===== config.mk =====
export PLATFORM = sky130hd
export DESIGN_NAME = eabf_back
export DESIGN_NICKNAME = d
export VERILOG_FILES = /design/src/design/eabf_pkg.sv /design/src/design/eabf_back.sv
export SDC_FILE = /design/constraint.sdc
export NUM_CORES = 1
export LEC_CHECK = 0
export BUFFER_PORTS_ARGS = -buffer_cell sky130_fd_sc_hd__buf_2
export CAP_MARGIN = 40
export CORE_MARGIN = 1.5
export CORE_UTILIZATION = 64
export DETAILED_ROUTE_END_ITERATION = 12
export PLACE_DENSITY = 0.86
export SETUP_SLACK_MARGIN = 0.3
export SLEW_MARGIN = 20
export SYNTH_ARGS = -nofsm -noshare
export SYNTH_HDL_FRONTEND = slang
export SYNTH_SLANG_ARGS = --single-unit

===== constraint.sdc =====
create_clock -name aclk -period 8.43 [get_ports aclk]
set_input_delay 1.2645 -clock aclk [delete_from_list [all_inputs] [get_ports aclk]]
set_output_delay 1.2645 -clock aclk [all_outputs]
set_load 0.03 [all_outputs]

===== src/design/eabf_pkg.sv =====
// Shared constants and types for the edge-aware 3x3 box mean filter.
`timescale 1ns / 1ps

package eabf_pkg;

    localparam int MAX_COLS_DEF  = 1024;
    localparam int FRAC_BITS_DEF = 8;

    localparam int SAMPLE_W      = 8;
    localparam int NUM_COLS_W    = 11;
    localparam int NUM_COLS_RST  = 256;
    localparam int MEAN_W        = 16;
    localparam int OUT_COL_W     = 10;
    localparam int CSUM_W        = 10;    // one column of up to three bytes
    localparam int SUM_W         = 12;    // up to nine bytes
    localparam int PADDR_W       = 2;
    localparam int PDATA_W       = 32;
    localparam int QUEUE_DEPTH   = 4;

    localparam logic [PADDR_W-1:0] ADDR_NUM_COLS = '0;

    // Window summary handed from the front end to the mean unit, one per item
    // that yields at least one result.
    typedef struct packed {
        logic              has_first;   // result for the previous column
        logic              has_left;    // that result has a left neighbor
        logic              is_last;     // result for the current (last) column
        logic [1:0]        vert;        // rows that count: 1 to 3
        logic [CSUM_W-1:0] sum_cur;
        logic [CSUM_W-1:0] sum_w0;
        logic [CSUM_W-1:0] sum_w1;
    } win_info_t;

    localparam int WIN_INFO_W = $bits(win_info_t);

endpackage


===== src/design/eabf_back.sv =====
// Mean unit: turns window summaries into rounded fixed-point means.
`timescale 1ns / 1ps

module eabf_back
    import eabf_pkg::*;
#(
    parameter int FRAC_BITS = FRAC_BITS_DEF,
    parameter int CW = 10
) (
    input  logic                 aclk,
    input  logic                 aresetn,
    input  logic                 q_valid,
    input  logic [CW-1:0]        q_col,
    input  win_info_t            q_info,
    output logic                 q_pop,
    output logic                 m_valid,
    input  logic                 m_ready,
    output logic [MEAN_W-1:0]    m_mean_q8,
    output logic [OUT_COL_W-1:0] m_out_col,
    output logic                 m_end_of_row,
    output logic                 m_last_of_run
);

    localparam int NUM_W = SUM_W + FRAC_BITS;
    localparam logic [NUM_W-1:0] RECIP_2 = NUM_W'((64'd1 << NUM_W) / 2);
    localparam logic [NUM_W-1:0] RECIP_3 = NUM_W'((64'd1 << NUM_W) / 3);
    localparam logic [NUM_W-1:0] RECIP_4 = NUM_W'((64'd1 << NUM_W) / 4);
    localparam logic [NUM_W-1:0] RECIP_6 = NUM_W'((64'd1 << NUM_W) / 6);
    localparam logic [NUM_W-1:0] RECIP_9 = NUM_W'((64'd1 << NUM_W) / 9);

    logic                 second_reg, second_next;

    logic                 b0_valid_reg;
    logic [NUM_W-1:0]     b0_num_reg, b0_recip_reg;
    logic [3:0]           b0_div_reg;
    logic [CW-1:0]        b0_col_reg;
    logic                 b0_eor_reg, b0_lor_reg;

    logic                 b1_valid_reg;
    logic [2*NUM_W-1:0]   b1_prod_reg;
    logic [NUM_W-1:0]     b1_num_reg;
    logic [3:0]           b1_div_reg;
    logic [CW-1:0]        b1_col_reg;
    logic                 b1_eor_reg, b1_lor_reg;

    logic                 out_valid_reg;
    logic [MEAN_W-1:0]    out_mean_reg;
    logic [OUT_COL_W-1:0] out_col_reg;
    logic                 out_eor_reg, out_lor_reg;

    logic                 out_ready, b1_ready, b0_ready, issue, first_sel;
    logic [CSUM_W-1:0]    center, left, right;
    logic [1:0]           horiz;
    logic [SUM_W-1:0]     sum;
    logic [3:0]           div;
    logic [NUM_W-1:0]     num, recip;
    logic [CW-1:0]        sel_col;
    logic                 sel_eor, sel_lor;
    logic [NUM_W-1:0]     q0, qd, rem, qr;
    logic [MEAN_W-1:0]    mean;

    assign out_ready = !out_valid_reg || m_ready;
    assign b1_ready  = !b1_valid_reg || out_ready;
    assign b0_ready  = !b0_valid_reg || b1_ready;
    assign issue     = q_valid && b0_ready;
    assign first_sel = q_info.has_first && !second_reg;

    // Issue: pick which of the entry's results goes next and build the
    // rounded numerator.
    always_comb begin
        if (first_sel) begin
            center  = q_info.sum_w0;
            left    = q_info.has_left ? q_info.sum_w1 : '0;
            right   = q_info.sum_cur;
            horiz   = q_info.has_left ? 2'd3 : 2'd2;
            sel_col = q_col - CW'(1);
            sel_eor = 1'b0;
            sel_lor = !q_info.is_last;
        end else begin
            center  = q_info.sum_cur;
            left    = q_info.sum_w0;
            right   = '0;
            horiz   = 2'd2;
            sel_col = q_col;
            sel_eor = 1'b1;
            sel_lor = 1'b1;
        end
        sum = SUM_W'(center) + SUM_W'(left) + SUM_W'(right);
        div = 4'(q_info.vert) * 4'(horiz);
        num = (NUM_W'(sum) << FRAC_BITS) + NUM_W'(div >> 1);
        unique case (div)
            4'd2:    recip = RECIP_2;
            4'd3:    recip = RECIP_3;
            4'd4:    recip = RECIP_4;
            4'd6:    recip = RECIP_6;
            4'd9:    recip = RECIP_9;
            default: recip = '0;
        endcase
        q_pop       = issue && sel_lor;
        second_next = issue ? (first_sel && q_info.is_last) : second_reg;
    end

    // Finish: the reciprocal estimate is low by at most one.
    always_comb begin
        q0   = b1_prod_reg[2*NUM_W-1:NUM_W];
        qd   = NUM_W'(q0 * NUM_W'(b1_div_reg));
        rem  = b1_num_reg - qd;
        qr   = q0 + NUM_W'(rem >= NUM_W'(b1_div_reg));
        mean = (int'(qr) > 65535) ? '1 : MEAN_W'(qr);
    end

    always_ff @(posedge aclk) begin
        if (issue) begin
            b0_num_reg   <= num;
            b0_recip_reg <= recip;
            b0_div_reg   <= div;
            b0_col_reg   <= sel_col;
            b0_eor_reg   <= sel_eor;
            b0_lor_reg   <= sel_lor;
        end
        if (b0_valid_reg && b1_ready) begin
            b1_prod_reg <= b0_num_reg * b0_recip_reg;
            b1_num_reg  <= b0_num_reg;
            b1_div_reg  <= b0_div_reg;
            b1_col_reg  <= b0_col_reg;
            b1_eor_reg  <= b0_eor_reg;
            b1_lor_reg  <= b0_lor_reg;
        end
        if (b1_valid_reg && out_ready) begin
            out_mean_reg <= mean;
            out_col_reg  <= OUT_COL_W'(b1_col_reg);
            out_eor_reg  <= b1_eor_reg;
            out_lor_reg  <= b1_lor_reg;
        end
    end

    always_ff @(posedge aclk) begin
        if (!aresetn) begin
            second_reg    <= 1'b0;
            b0_valid_reg  <= 1'b0;
            b1_valid_reg  <= 1'b0;
            out_valid_reg <= 1'b0;
        end else begin
            second_reg <= second_next;
            if (b0_ready)  b0_valid_reg  <= issue;
            if (b1_ready)  b1_valid_reg  <= b0_valid_reg;
            if (out_ready) out_valid_reg <= b1_valid_reg;
        end
    end

    assign m_valid       = out_valid_reg;
    assign m_mean_q8     = out_mean_reg;
    assign m_out_col     = out_col_reg;
    assign m_end_of_row  = out_eor_reg;
    assign m_last_of_run = out_lor_reg;

    a_eor_closes_run: assert property (@(posedge aclk) disable iff (!aresetn)
        (out_valid_reg && out_eor_reg) |-> out_lor_reg)
        else $error("end-of-row result not marked last of run");

    a_second_holds_entry: assert property (@(posedge aclk) disable iff (!aresetn)
        second_reg |-> q_valid)
        else $error("pending second result lost its queue entry");

endmodule


==> results.yml <==
critical_path:
  crit_type: "reg -> reg"
  cp_data_arrival_time_ps: 7400
  ff2ff_path_depth: 24
  start_kind: "flip-flop"
  endpoint_kind: "flip-flop"
  setup.worst_path.start: "b1_div_reg[2]"
  rrSetupSlack_ps: 1160
  timing.rr.start: "b1_div_reg[2]"
  rr_endpoint: "m_mean_q8[3]"
  cp_max_fo: 19
  critical_path_required_ps: 8560
route:
  post_drt_wl_per_cell_um: 19.6
  firstDrtPassIters: 6
  num_vias: 11400
  ant_nets: 0
  first_iter_violations: 891
  via_per_inst: 5.66
  drc: 0
  routed_wl_um: 39300
floorplanning:
  fp.dieArea_um2: 26000
  die_x_um: 161
  initial_utilization_pct: 65.5
  rows: 57
  die_y_um: 161
  core-area_um2: 24500
  ios: 79
clock_network:
  cts_tree: "done"
  numCtsBuffers: 17
  clock_latency_ps: 420
  root_buffer: "clkbuf_16"
  cts_hold_buf: 0
  cts_sinks: 114
  ctsLongestPathBuffers: 2
  cts_setup_buffers: 0
  htreeDepth: 4
  path_clk_slew_ps: 70
  cts_resized: 0
finish:
  utilization_pct: 70.9
  diodes: 0
  nNetsFinal: 2184
  drive_above_1_share_pct: 7.79
  synthToLayoutAreaGrowth_pct: 8.23
  largest_register_ffs: 20
job:
  max_cap_viol_count: 0
hold_path:
  holdPathEnd: "b1_col_reg[0]"
  hold_depth: 0
  hold_path.class: "reg -> reg"
  holdCritStartpoint: "b0_col_reg[0]"
global_routing:
  grt_max_degree: 43
  grt_pass1_wl_um: 62900
  antenna_found_initial: 0
  grt_overflow_total: 0
  grtUsageTotal_pct: 32.0
  grt_pass1_vias: 12200
timing:
  fin_crit_sh_pct: 86.2
  rsz0062_at_grt: "no"
  post-route-min-period_ps: 7270
  slew_violations: 0
  hold_violations: 0
  tns_ps: 0
  finClkSkew_ps: 13.2
  slew_headroom_pct: 47.7
  max_freq_ghz: 0.138
  fin_ws_ps: 1160
  setup_viol: 0
  max_slew.worst_pin.slew_ps: 782
yosys:
  synth_edf_count: 110
  syn_nets: 2113
  synth-main-ff-cell: "edfxtp_1"
  syn_area_um2: 16000
  yosys_warnings: 0
  synth_area_leaders: "fa_1, edfxtp_1, ha_1"
  ys_seq_area_share_pct: 21.1
  synth_top_area_cell: "fa_1"
  postSynthCellCount: 1598
  synthArstFlopShare_pct: 0
  syn-mean-instance-area_um2: 10.0
  synth_cell_types: 57
  synth_top_area_share_pct: 30.5
  ys_ff_latch: 114
placed_design:
  globalplace.congestion: 1.05
  portBuffers: 78
  dp_worst_setup_slack_ps: 1140
  detailed_place_hpwl_um: 32900
outcome:
  status: "finished, final reports clean"
==> worst max-delay path: stages, from the launching register on <==
cell and delay, ps:
edfxtp_1 830, nand2_1 160, fa_1 520, fa_1 570, inv_1 60, fa_1 500
inv_1 40, ha_1 400, inv_1 110, a21oi_1 170, o2111ai_1 200, a2111oi_2 270
o221a_2 240, o221ai_1 110, nor4_1 200, o2111ai_1 130, or4_1 580, ha_1 280
ha_1 200, nand3_1 140, or3_1 200, nor2_1 70, xor2_1 160, nor2_1 620
o21ai_0 220
==> logic make-up after synthesis <==
kind of cell	synth area share, %
fa+ha+maj	47.8
simple gates	11.9
buf+inv	9.34
compound gates	6.04
flops	21.1
xor+xnor	3.61
mux	0.156
==> stage by stage <==
step	std cells	hold WS [ps]	cell area, µm²
2_1_floorplan	1598	400	16000
6_report	2006	421	17300
3_5_place_dp	1973	405	16700
4_1_cts	2005	418	17300
5_1_grt	2006	424	17300
3_3_place_gp	1973	401	16700
==> layout make-up <==
cell class,count,area (µm²)
fill,1726,7130
clock buffer,17,425
sequential,114,3380
tap,324,405
clock inverter,15,161
timing repair buffer,83,435
inverter,366,1370
multi-input combinational,1087,11200
==> cells in the mapped netlist, drive strengths merged, types with 2 or more instances <==
cell type and instances:
inv 366, fa 244, ha 222, nand2 186
edfxtp 110, and2 90, a21oi 50, nor2 45
xnor2 40, o21ai 38, xor2 26, nand3 25
clkbuf 24, a21o 12, nor3 11, o21a 9
and3 8, nor2b 8, a31oi 7, buf 7
o21bai 7, or3 6, a211oi 5, nand2b 5
a21boi 4, dfxtp 4, nor4 4, o211ai 4
a2111oi 3, and4 3, nand4 3, o2111ai 3
o221ai 3, or4 2
==> worst max path at each step <==
stage,endpoint,slack (ps),cells past startpoint
after global placement,m_mean_q8[3],1260,24
after CTS,m_mean_q8[3],1110,24
after floorplan,b1_prod_reg[33],1980,21
final,m_mean_q8[3],1160,24
after global routing,m_mean_q8[3],650,25
after detailed placement,m_mean_q8[3],1140,24
==> per-layer routing <==
metal	track usage [%]	vias to the layer above	part of all wire, %
met3	4.16	104	7.2
met1	41.2	5555	40
li1	-	5186	-
met4	13.2	0	4.1
met2	54.9	508	49
met5	0	-	0
==> placed cells by master (no fill, tap or decap), types with 6 or more instances in the layout <==
cell         n
a21o_1      12
fa_1       244
and2_1      89
xnor2_1     40
inv_1      366
o21a_1       9
a21oi_1     49
buf_2       78
edfxtp_1   110
and3_1       7
clkbuf_16   17
inv_6        6
ha_1       222
nand3_1     25
nor2_1      45
nor3_1      11
o21ai_0     36
or3_1        6
nand2_1    186
a31oi_1      7
xor2_1      26
o21bai_1     7
Power is not shown: default switching activity piles up to over one toggle a cycle in this logic, so the estimate is an artifact.
