--- config.mk ---
export PLATFORM = sky130hd
export DESIGN_NAME = eabf_fifo
export DESIGN_NICKNAME = d
export VERILOG_FILES = /design/src/design/eabf_pkg.sv /design/src/design/eabf_fifo.sv
export SDC_FILE = /design/constraint.sdc
export NUM_CORES = 1
export LEC_CHECK = 0
export BUFFER_PORTS_ARGS = -buffer_cell sky130_fd_sc_hd__buf_2
export CELL_PAD_IN_SITES_DETAIL_PLACEMENT = 0
export CELL_PAD_IN_SITES_GLOBAL_PLACEMENT = 1
export CORE_MARGIN = 1.5
export CORE_UTILIZATION = 45
export DETAILED_ROUTE_END_ITERATION = 8
export GPL_TIMING_DRIVEN = 0
export PLACE_DENSITY = 0.76
export RECOVER_POWER = 25
export SYNTH_ARGS = -nofsm -noshare
export SYNTH_HDL_FRONTEND = slang
export SYNTH_SLANG_ARGS = --single-unit
--- constraint.sdc ---
create_clock -name aclk -period 1.85 [get_ports aclk]
set_input_delay 0.37 -clock aclk [delete_from_list [all_inputs] [get_ports aclk]]
set_output_delay 0.37 -clock aclk [all_outputs]
set_load 0.02 [all_outputs]
--- src/design/eabf_pkg.sv ---
// Shared constants and types for the edge-aware 3x3 box mean filter.
`timescale 1ns / 1ps

package eabf_pkg;

    localparam int MAX_COLS_DEF  = 1024;
    localparam int FRAC_BITS_DEF = 8;

    localparam int SAMPLE_W      = 8;
    localparam int NUM_COLS_W    = 11;
    localparam int NUM_COLS_RST  = 256;
    localparam int MEAN_W        = 16;
    localparam int OUT_COL_W     = 10;
    localparam int CSUM_W        = 10;    // one column of up to three bytes
    localparam int SUM_W         = 12;    // up to nine bytes
    localparam int PADDR_W       = 2;
    localparam int PDATA_W       = 32;
    localparam int QUEUE_DEPTH   = 4;

    localparam logic [PADDR_W-1:0] ADDR_NUM_COLS = '0;

    // Window summary handed from the front end to the mean unit, one per item
    // that yields at least one result.
    typedef struct packed {
        logic              has_first;   // result for the previous column
        logic              has_left;    // that result has a left neighbor
        logic              is_last;     // result for the current (last) column
        logic [1:0]        vert;        // rows that count: 1 to 3
        logic [CSUM_W-1:0] sum_cur;
        logic [CSUM_W-1:0] sum_w0;
        logic [CSUM_W-1:0] sum_w1;
    } win_info_t;

    localparam int WIN_INFO_W = $bits(win_info_t);

endpackage

--- src/design/eabf_fifo.sv ---
// Small queue that decouples the window front end from the mean unit.
`timescale 1ns / 1ps

module eabf_fifo
    import eabf_pkg::*;
#(
    parameter int DEPTH = QUEUE_DEPTH,
    parameter int WIDTH = WIN_INFO_W,
    localparam int PW = (DEPTH > 2) ? $clog2(DEPTH) : 1,
    localparam int CNT_W = $clog2(DEPTH + 1)
) (
    input  logic             aclk,
    input  logic             aresetn,
    input  logic             push,
    input  logic [WIDTH-1:0] push_data,
    input  logic             pop,
    output logic [WIDTH-1:0] pop_data,
    output logic             empty,
    output logic [CNT_W-1:0] count
);

    logic [WIDTH-1:0] entry_reg [DEPTH];
    logic [PW-1:0]    wr_ptr_reg, rd_ptr_reg;
    logic [CNT_W-1:0] count_reg;

    function automatic logic [PW-1:0] ptr_inc(input logic [PW-1:0] p);
        return (p == PW'(DEPTH - 1)) ? '0 : p + PW'(1);
    endfunction

    assign pop_data = entry_reg[rd_ptr_reg];
    assign empty    = (count_reg == '0);
    assign count    = count_reg;

    always_ff @(posedge aclk) begin
        if (push) begin
            entry_reg[wr_ptr_reg] <= push_data;
        end
    end

    always_ff @(posedge aclk) begin
        if (!aresetn) begin
            wr_ptr_reg <= '0;
            rd_ptr_reg <= '0;
            count_reg  <= '0;
        end else begin
            if (push) wr_ptr_reg <= ptr_inc(wr_ptr_reg);
            if (pop)  rd_ptr_reg <= ptr_inc(rd_ptr_reg);
            count_reg <= count_reg + CNT_W'(push) - CNT_W'(pop);
        end
    end

    a_no_overflow: assert property (@(posedge aclk) disable iff (!aresetn)
        push |-> (count_reg < CNT_W'(DEPTH)))
        else $error("queue push while full");

    a_no_underflow: assert property (@(posedge aclk) disable iff (!aresetn)
        pop |-> (count_reg != '0))
        else $error("queue pop while empty");

endmodule

==> results.cfg, run 1 <==
[power]
netSwitchingFraction_pct = 21.5
clkPwrFrac_pct = 41.7
pwr_density_cell_nw_per_um2 = 1180
p_int_w = 0.00661
leakage_nw = 2.47
combPwrFrac_pct = 12.0
switchingPower_w = 0.00181
peakVddDrop_uv = 606
seq_power_share_pct = 46.3
total_power_w = 0.00843

[routing]
drcViolationCount = 0
post_drt_wl_per_cell_um = 19.3
drtAntennaViolNets = 0
drtIter0Drc = 163
firstDrtPassIters = 4
detail_route.wirelength_um = 9500
routed-via-count = 2514
viasPerCell = 5.11

[yosys]
ys_types = 19
syn_nets = 272
yosysWarnings = 0
syn_avg_cell_area_sq_um = 24.7
synthCells = 225
synth_seq_cells = 149
syn_area_sq_um = 5550
ys_seq_area_share_pct = 79.0

[placement]
portBuffers = 77
hpwl_um = 5830
placed_cell_area_sq_um = 6200
place_congestion = 0.654

[clock_network]
path_clk_slew_ns = 0.06
clock_sinks = 149
cts_buffers = 17
root_buffer = clkbuf_16
cts_htree_levels = 4
clock_latency_ns = 0.42
clk_path_buf_depth = 2
cts_tree = done

[cells_and_area]
final_cell_mix = edfxtp_1, buf_6, mux4_2, buf_2, clkbuf_16
seqCellArea_sq_um = 4390
largest_register_ffs = 140
diodes = 0
fin_nets = 379
multi_input_area_sq_um = 1030
drive_above_1_share_pct = 42.9
fin_util_pct = 59.5
mostFrequentLayoutCell = edfxtp_1
fillers = 898
area.growth.synth_to_final_pct = 28.9
fin_area_sq_um = 7150

[worst_hold_path]
hold_start = push_data[12]
min_path_cells = 1
min_to = entry_reg[3][12]$_DFFE_PP_
hp-class = in -> reg

[setup_path]
worst_ep_required_time_ns = 1.48
reg2regPathDepth = 8
rrSetupSlack_ns = 0.24
rr_startpoint = count[0]$_SDFF_PN0_
crit_path_start_kind = flop
critPathKind = reg -> out
cp_max_fo = 5
cp_data_arrival_time_ns = 1.75
crit_path_end_kind = output port
r2r_end = count[2]$_SDFF_PN0_

[sta]
timing.slew.headroom_pct = 69.3
clock_skew_ns = 0.00646
worstMarginPinSlew_ns = 0.460
rsz0062_at_grt = true
post-route-period-util_pct = 115
setup_slack_ns = -0.274
fin_tns_setup_ns = -8.58
maxSlewViolCount = 0
layout_min_cycle_time_ns = 2.12
fin_hold_ws_ns = 0.172
clock.fmax_mhz = 471
finalHoldViolCount = 0
setup_viol = 35

[outcome]
failed_checks = negative setup slack
status = finished, violations left

[flow_run]
drv_cap = 0

[floorplanning]
fp.dieW_um = 114
rows = 40
core_area_sq_um = 12000
die_y_um = 114
dieArea_sq_um = 13000
io-pin-count = 78
start_util_pct = 46.2

[global_route]
grt-ovfl-total = 0
grt_antenna_before_repair = 0
grt_use_total_pct = 15.5
grt_pass1_vias = 2592
grt_max_degree = 23
grt_pass1_wl_um = 13900
## critical path, stage by stage (launching register included)
cell and delay (ns):
dfxtp_4 0.37, buf_12 0.14, buf_12 0.13, mux4_2 0.51
buf_2 0.18
## how the worst max path moves through the flow
stage | end | startpoint | slack, ns
after floorplan | entry_reg[2][0]$_DFFE_PP_ | wr_ptr_reg[0]$_SDFFE_PN0P_ | 0.06
after global placement | entry_reg[3][8]$_DFFE_PP_ | wr_ptr_reg[0]$_SDFFE_PN0P_ | -0.61
after detailed placement | pop_data[9] | flop | 0.07
after CTS | pop_data[9] | flop | -0.30
after global routing | pop_data[19] | flop | -0.32
final | pop_data[25] | flop | -0.27
## through the flow
stage	cells	worst slack, ns
after floorplan	225	0.0600
after global placement	449	-0.605
after detailed placement	453	0.0737
after CTS	488	-0.302
after global routing	492	-0.323
final	492	-0.274
## cell families (layout without fill, tap and decap cells)
logic type	after synthesis	in the layout	synth area share, %
buffers and inverters	14	134	2.05
and+or+nand+nor	14	14	1.47
adders and majority gates	8	8	1.94
DFF	149	149	79.0
AOI/OAI and AO/OA	2	2	0.180
xor gates and xnor gates	1	1	0.406
muxes	37	37	14.9
## Yosys cell counts
master    instances  area, sq um
xnor3_1           1         22.5
and2_1            5         31.3
nor3_1            1         5.00
inv_1             6         22.5
nor2_1            4         15.0
or3b_2            2         17.5
mux2i_1           2         20.0
edfxtp_1        140         4200
dfxtp_1           9          180
buf_12            3         60.1
fa_1              1         20.0
a21oi_1           2         10.0
buf_2             3         15.0
ha_1              7         87.6
mux4_2           30          676
clkbuf_2          1         5.00
mux4_1            5          131
buf_6             1         11.3
nand2b_1          2         12.5
## cell type report
type | instances | area share (%)
Sequential cell | 149 | 61.4
Multi-Input combinational cell | 62 | 14.5
Timing Repair Buffer | 88 | 11.1
Clock buffer | 18 | 6.00
Clock inverter | 14 | 2.57
Tap cell | 147 | 2.57
Buffer | 8 | 1.56
Inverter | 6 | 0.315
## what timing repair did
action,4_1_cts,5_1_grt
setup endpoints to repair,35,35
resized for setup,21,62
hold endpoints to repair,0,0
buffers inserted,3,0
gates cloned,0,4
pin swaps,0,0
hold buffers,0,0
## layer usage
layer	vias up	track usage (%)	wire, um
met5	-	0	0
met4	0	8.75	171
met3	11	5.53	415
met2	60	25.2	5030
met1	1289	17.9	3880
li1	1154	-	-
## power by group through the flow
stage          logic [W]  registers [W]  clock network [W]
6_report         0.00101        0.00390            0.00351
5_1_grt          0.00108        0.00392            0.00371
4_1_cts         0.000880        0.00390            0.00358
3_5_place_dp    0.000833        0.00397                  0
3_3_place_gp    0.000800        0.00397                  0
2_1_floorplan   0.000517        0.00399                  0
(Power assumes the default switching activity.)
==> run 2, diff against run 1 <==
Settings changed: CAP_MARGIN set to 20, CORE_MARGIN 1.5 to not set.
==> run 2 against run 1 <==
  * First-iteration DRC count decreased by 28%
  * Core utilization shrank 0.68 points
  * Flip-flop and latch count stayed put
  * Clock power shrank 15%
  * The run still ends with negative setup slack left
  * Largest cell class unchanged
  * Largest power group unchanged
  * Total power is 6.1% lower
==> results.cfg, run 2 (same netlist as run 1, synthesis figures left out) <==
[setup_path]
crit_path_end_kind = output port
crit_buf_inv = 3
max_stage_delay_ns = 0.52
reg2regPathDepth = 3
path_delay_family = multiplexers
crit_slowest_cell = mux4_2
cp.depth = 4
crit_path_end = pop_data[21]
rr_startpoint = wr_ptr_reg[0]$_SDFFE_PN0P_
cp_data_arrival_time_ns = 1.77
rrSetupSlack_ns = 0.21
cp_max_fo = 5
worst_ep_required_time_ns = 1.48
crit_chain = buf_12 > clkbuf_16 > mux4_2 > buf_6
critPathKind = reg -> out
r2r_end = entry_reg[3][3]$_DFFE_PP_
crit_path_start_kind = flop

[sta]
setup_viol = 35
setup_slack_ns = -0.288
rsz0062_at_grt = true
worstMarginPinSlew_ns = 0.548
timing.slew.headroom_pct = 63.5
fin_hold_ws_ns = 0.177
clock_skew_ns = 0.00889
clock.fmax_mhz = 468
finalHoldViolCount = 0
maxSlewViolCount = 0
fin_tns_setup_ns = -8.89
post-route-period-util_pct = 116
layout_min_cycle_time_ns = 2.14

[floorplanning]
fp.dieW_um = 113
start_util_pct = 46.2
io-pin-count = 78
dieArea_sq_um = 12800
rows = 40
die_y_um = 113
core_area_sq_um = 12000

[cells_and_area]
fillers = 911
fin_cells = 491
fin_nets = 379
diodes = 0
final_cell_mix = edfxtp_1, buf_6, mux4_2, clkbuf_1, buf_2
drive_above_1_share_pct = 40.1
largest_register_ffs = 140
area.growth.synth_to_final_pct = 27.5
mostFrequentLayoutCell = edfxtp_1

[placement]
hpwl_um = 5710
portBuffers = 77
place_congestion = 0.654
dp.cells = 453
pre_cts_slack_ns = 0.0901

[clock_network]
cts_htree_levels = 4
root_buffer = clkbuf_16
cts_tree = done
clock_sinks = 149
clock_latency_ns = 0.42
cts_buffers = 17
clk_path_buf_depth = 2
path_clk_slew_ns = 0.06

[routing]
post_drt_wl_per_cell_um = 19.5
routed-via-count = 2583
firstDrtPassIters = 4
detail_route.wirelength_um = 9560
drtIter0Drc = 118
drtAntennaViolNets = 0
viasPerCell = 5.26
drcViolationCount = 0

[worst_hold_path]
hp-class = in -> reg

[outcome]
failed_checks = negative setup slack
status = finished, violations left

[global_route]
grt_use_total_pct = 16.2
grt_max_degree = 23
grt_pass1_wl_um = 14600
grt_pass1_vias = 2729
grt_antenna_before_repair = 1
grt-ovfl-total = 0

[flow_run]
drv_cap = 0

[power]
leakage_nw = 2.43
total_power_w = 0.00791
peakVddDrop_uv = 652
pwr_density_cell_nw_per_um2 = 1120
run 2: through the flow:
stage                     cell area [sq um]  utilization (%)
after global placement                 6120             50.9
after CTS                              6840             56.9
after detailed placement               6220             51.7
after floorplan                        5550                -
final                                  7070             58.9
after global routing                   7070             58.9
run 2: routing by layer:
layer	track usage, %	wire length [um]	vias to the layer above
met5	0	17	-
met4	7.72	159	2
met3	5.73	511	16
met2	26.0	4820	81
met1	19.7	4050	1325
li1	-	-	1159
run 2: worst min-delay path by stage:
| stage | start | endpoint | cells after the start |
|---|---|---|---|
| finish | push_data[29] | entry_reg[1][29]$_DFFE_PP_ | 1 |
| global route | aresetn | count[0]$_SDFF_PN0_ | 2 |
| CTS | push_data[33] | entry_reg[1][33]$_DFFE_PP_ | 1 |
| detailed placement | rd_ptr_reg[0]$_SDFFE_PN0P_ | flop | 2 |
| global placement | rd_ptr_reg[0]$_SDFFE_PN0P_ | rd_ptr_reg[0]$_SDFFE_PN0P_ | 2 |
| floorplan | push_data[0] | entry_reg[0][0]$_DFFE_PP_ | 0 |
run 2: cell type report:
class | instances | area [sq um] | area share (%)
clock buffer | 22 | 444 | 6.28
timing repair buffer | 88 | 815 | 11.5
inverter | 6 | 22.5 | 0.319
sequential | 149 | 4390 | 62.1
tap | 147 | 184 | 2.60
clock inverter | 9 | 62.6 | 0.885
buffer | 8 | 119 | 1.68
multi-input combinational | 62 | 1030 | 14.6
run 2: timing repair:
item | CTS | global route
hold buffers | 0 | 0
gates resized for setup | 30 | 61
endpoints found under the hold margin | 0 | 0
gates cloned | 1 | 3
setup buffers | 3 | 0
setup endpoints to repair | 35 | 35
run 2: where the power goes:
part           switching (W)  internal, W  leakage [nW]
registers          0.0000531      0.00385          1.36
logic               0.000492     0.000527         0.825
clock network        0.00118      0.00180         0.247
==> run 3, diff against run 2 <==
Settings changed: PLACE_DENSITY 0.76 to not set, PLACE_DENSITY_LB_ADDON set to 0.1.
==> run 3 against run 2 <==
  * The run still ends with negative setup slack left
  * Clock power rose by 11%
  * Register-to-register slack barely moved
  * First-iteration DRC count rose by 32%
  * Non-clock buffer count fell by 1
  * Largest cell class unchanged
==> results.cfg, run 3 (same netlist as run 1, synthesis figures left out) <==
[power]
switchingPower_w = 0.00175
p_int_w = 0.00635
total_power_w = 0.00810
combPwrFrac_pct = 11.0
peakVddDrop_uv = 635
netSwitchingFraction_pct = 21.6
pwr_density_cell_nw_per_um2 = 1180
leakage_nw = 2.38
seq_power_share_pct = 48.2
clkPwrFrac_pct = 40.8

[global_route]
grt-ovfl-total = 0
grt_pass1_vias = 2642
grt_max_degree = 22
grt_pass1_wl_um = 14500
grt_antenna_before_repair = 0
grt_use_total_pct = 16.3

[sta]
setup_viol = 35
worstMarginPinSlew_ns = 0.557
clock.fmax_mhz = 474
clock_skew_ns = 0.00370
setup_slack_ns = -0.260
post-route-period-util_pct = 114
finalHoldViolCount = 0
layout_min_cycle_time_ns = 2.11
maxSlewViolCount = 0
timing.slew.headroom_pct = 62.9
rsz0062_at_grt = true
fin_hold_ws_ns = 0.176

[setup_path]
cp_data_arrival_time_ns = 1.74
reg2regPathDepth = 4
worst_path_most_repeated_cell = buf_12
crit_slowest_cell = mux4_2
max_stage_delay_ns = 0.54
worst_ep_required_time_ns = 1.48
rrSetupSlack_ns = 0.21
crit_chain = buf_12 > buf_12 > mux4_2 > buf_6
cp_max_fo = 10
critPathKind = reg -> out
r2r_end = entry_reg[2][0]$_DFFE_PP_
rr_startpoint = wr_ptr_reg[0]$_SDFFE_PN0P_
crit_path_start_kind = flop
crit_path_end_kind = output port

[floorplanning]
die_y_um = 113
rows = 40
fp.dieW_um = 113
dieArea_sq_um = 12800
io-pin-count = 78
start_util_pct = 46.2
core_area_sq_um = 12000

[cells_and_area]
multi_input_area_sq_um = 1030
area.growth.synth_to_final_pct = 24.1
final_cell_mix = edfxtp_1, buf_2, mux4_2, clkbuf_1, clkbuf_16
mostFrequentLayoutCell = edfxtp_1
fillers = 950
fin_util_pct = 57.3
drive_above_1_share_pct = 40.7
diodes = 0
largest_register_ffs = 140
fin_nets = 378
seqCellArea_sq_um = 4390

[outcome]
failed_checks = negative setup slack
status = finished, violations left

[routing]
firstDrtPassIters = 4
drtIter0Drc = 156
routed-via-count = 2530
drcViolationCount = 0
post_drt_wl_per_cell_um = 19.4
detail_route.wirelength_um = 9520
viasPerCell = 5.15
drtAntennaViolNets = 0

[flow_run]
drv_cap = 0

[placement]
hpwl_um = 5710
place_congestion = 0.642
portBuffers = 77

[worst_hold_path]
min_path_cells = 2
min_to = count[0]$_SDFF_PN0_
hold_start = aresetn
hp-class = in -> reg

[clock_network]
clock_latency_ns = 0.41
cts_buffers = 17
cts_tree = done
path_clk_slew_ns = 0.05
cts_htree_levels = 4
clock_sinks = 149
holdBufCountCts = 0
root_buffer = clkbuf_16
clk_path_buf_depth = 2
[run 3: changes by cell type in the layout (fill, tap and decap cells not counted), sizes merged]
| cell | change |
|---|---|
| clkbuf | -5 |
| clkinv | +3 |
| bufinv | +2 |
[run 3: final cells by class]
type,instances,area share [%]
clock buffers,18,6.24
inverters,6,0.327
repair buffers,87,8.40
plain buffers,8,1.56
well taps,147,2.67
multi-input cells,62,15.0
flip-flops and latches,149,63.7
clock inverters,14,2.05
[run 3: power by group through the flow]
stage / logic (W) / registers [W] / clock network, W
finish: 0.000890 / 0.00390 / 0.00330
global route: 0.000956 / 0.00392 / 0.00351
CTS: 0.000894 / 0.00391 / 0.00337
detailed placement: 0.000842 / 0.00397 / 0
global placement: 0.000810 / 0.00397 / 0
floorplan: 0.000517 / 0.00399 / 0
[run 3: critical path, delay by kind of cell, from the launching register on]
kind / cells / cell delay [ns]
mux: 1 / 0.54
flops: 1 / 0.33
buf+inv: 3 / 0.46
[run 3: what timing repair did]
item / 4_1_cts / 5_1_grt
resized for setup: 25 / 9
pin swaps: 0 / 0
buffers inserted: 5 / 1
endpoints found under the setup margin: 35 / 35
[run 3: stage by stage]
step	instance area [sq um]	setup TNS, ns	cells	setup slack, ns
2_1_floorplan	5550	0	225	0.0600
3_3_place_gp	6120	-93.52	449	-0.696
3_5_place_dp	6210	0	453	0.0801
4_1_cts	6860	-9.22	490	-0.304
5_1_grt	6880	-10.03	491	-0.318
6_report	6880	-7.89	491	-0.260
[run 3: worst max-delay path by stage]
stage / start / to / slack (ns) / depth (start not counted)
floorplan: wr_ptr_reg[0]$_SDFFE_PN0P_ / entry_reg[2][0]$_DFFE_PP_ / 0.06 / 3
global placement: wr_ptr_reg[0]$_SDFFE_PN0P_ / entry_reg[2][7]$_DFFE_PP_ / -0.70 / 3
detailed placement: flop / pop_data[9] / 0.08 / 4
CTS: flop / pop_data[9] / -0.30 / 4
global route: flop / pop_data[1] / -0.32 / 4
finish: flop / pop_data[21] / -0.26 / 4
[run 3: layer usage]
layer  up-vias  track usage [%]  wire [um]
met5         -                0          0
met3        12             5.68        526
met2        77             26.0       4840
met4         0             8.42        153
met1      1291             19.7       4000
li1       1150                -          -
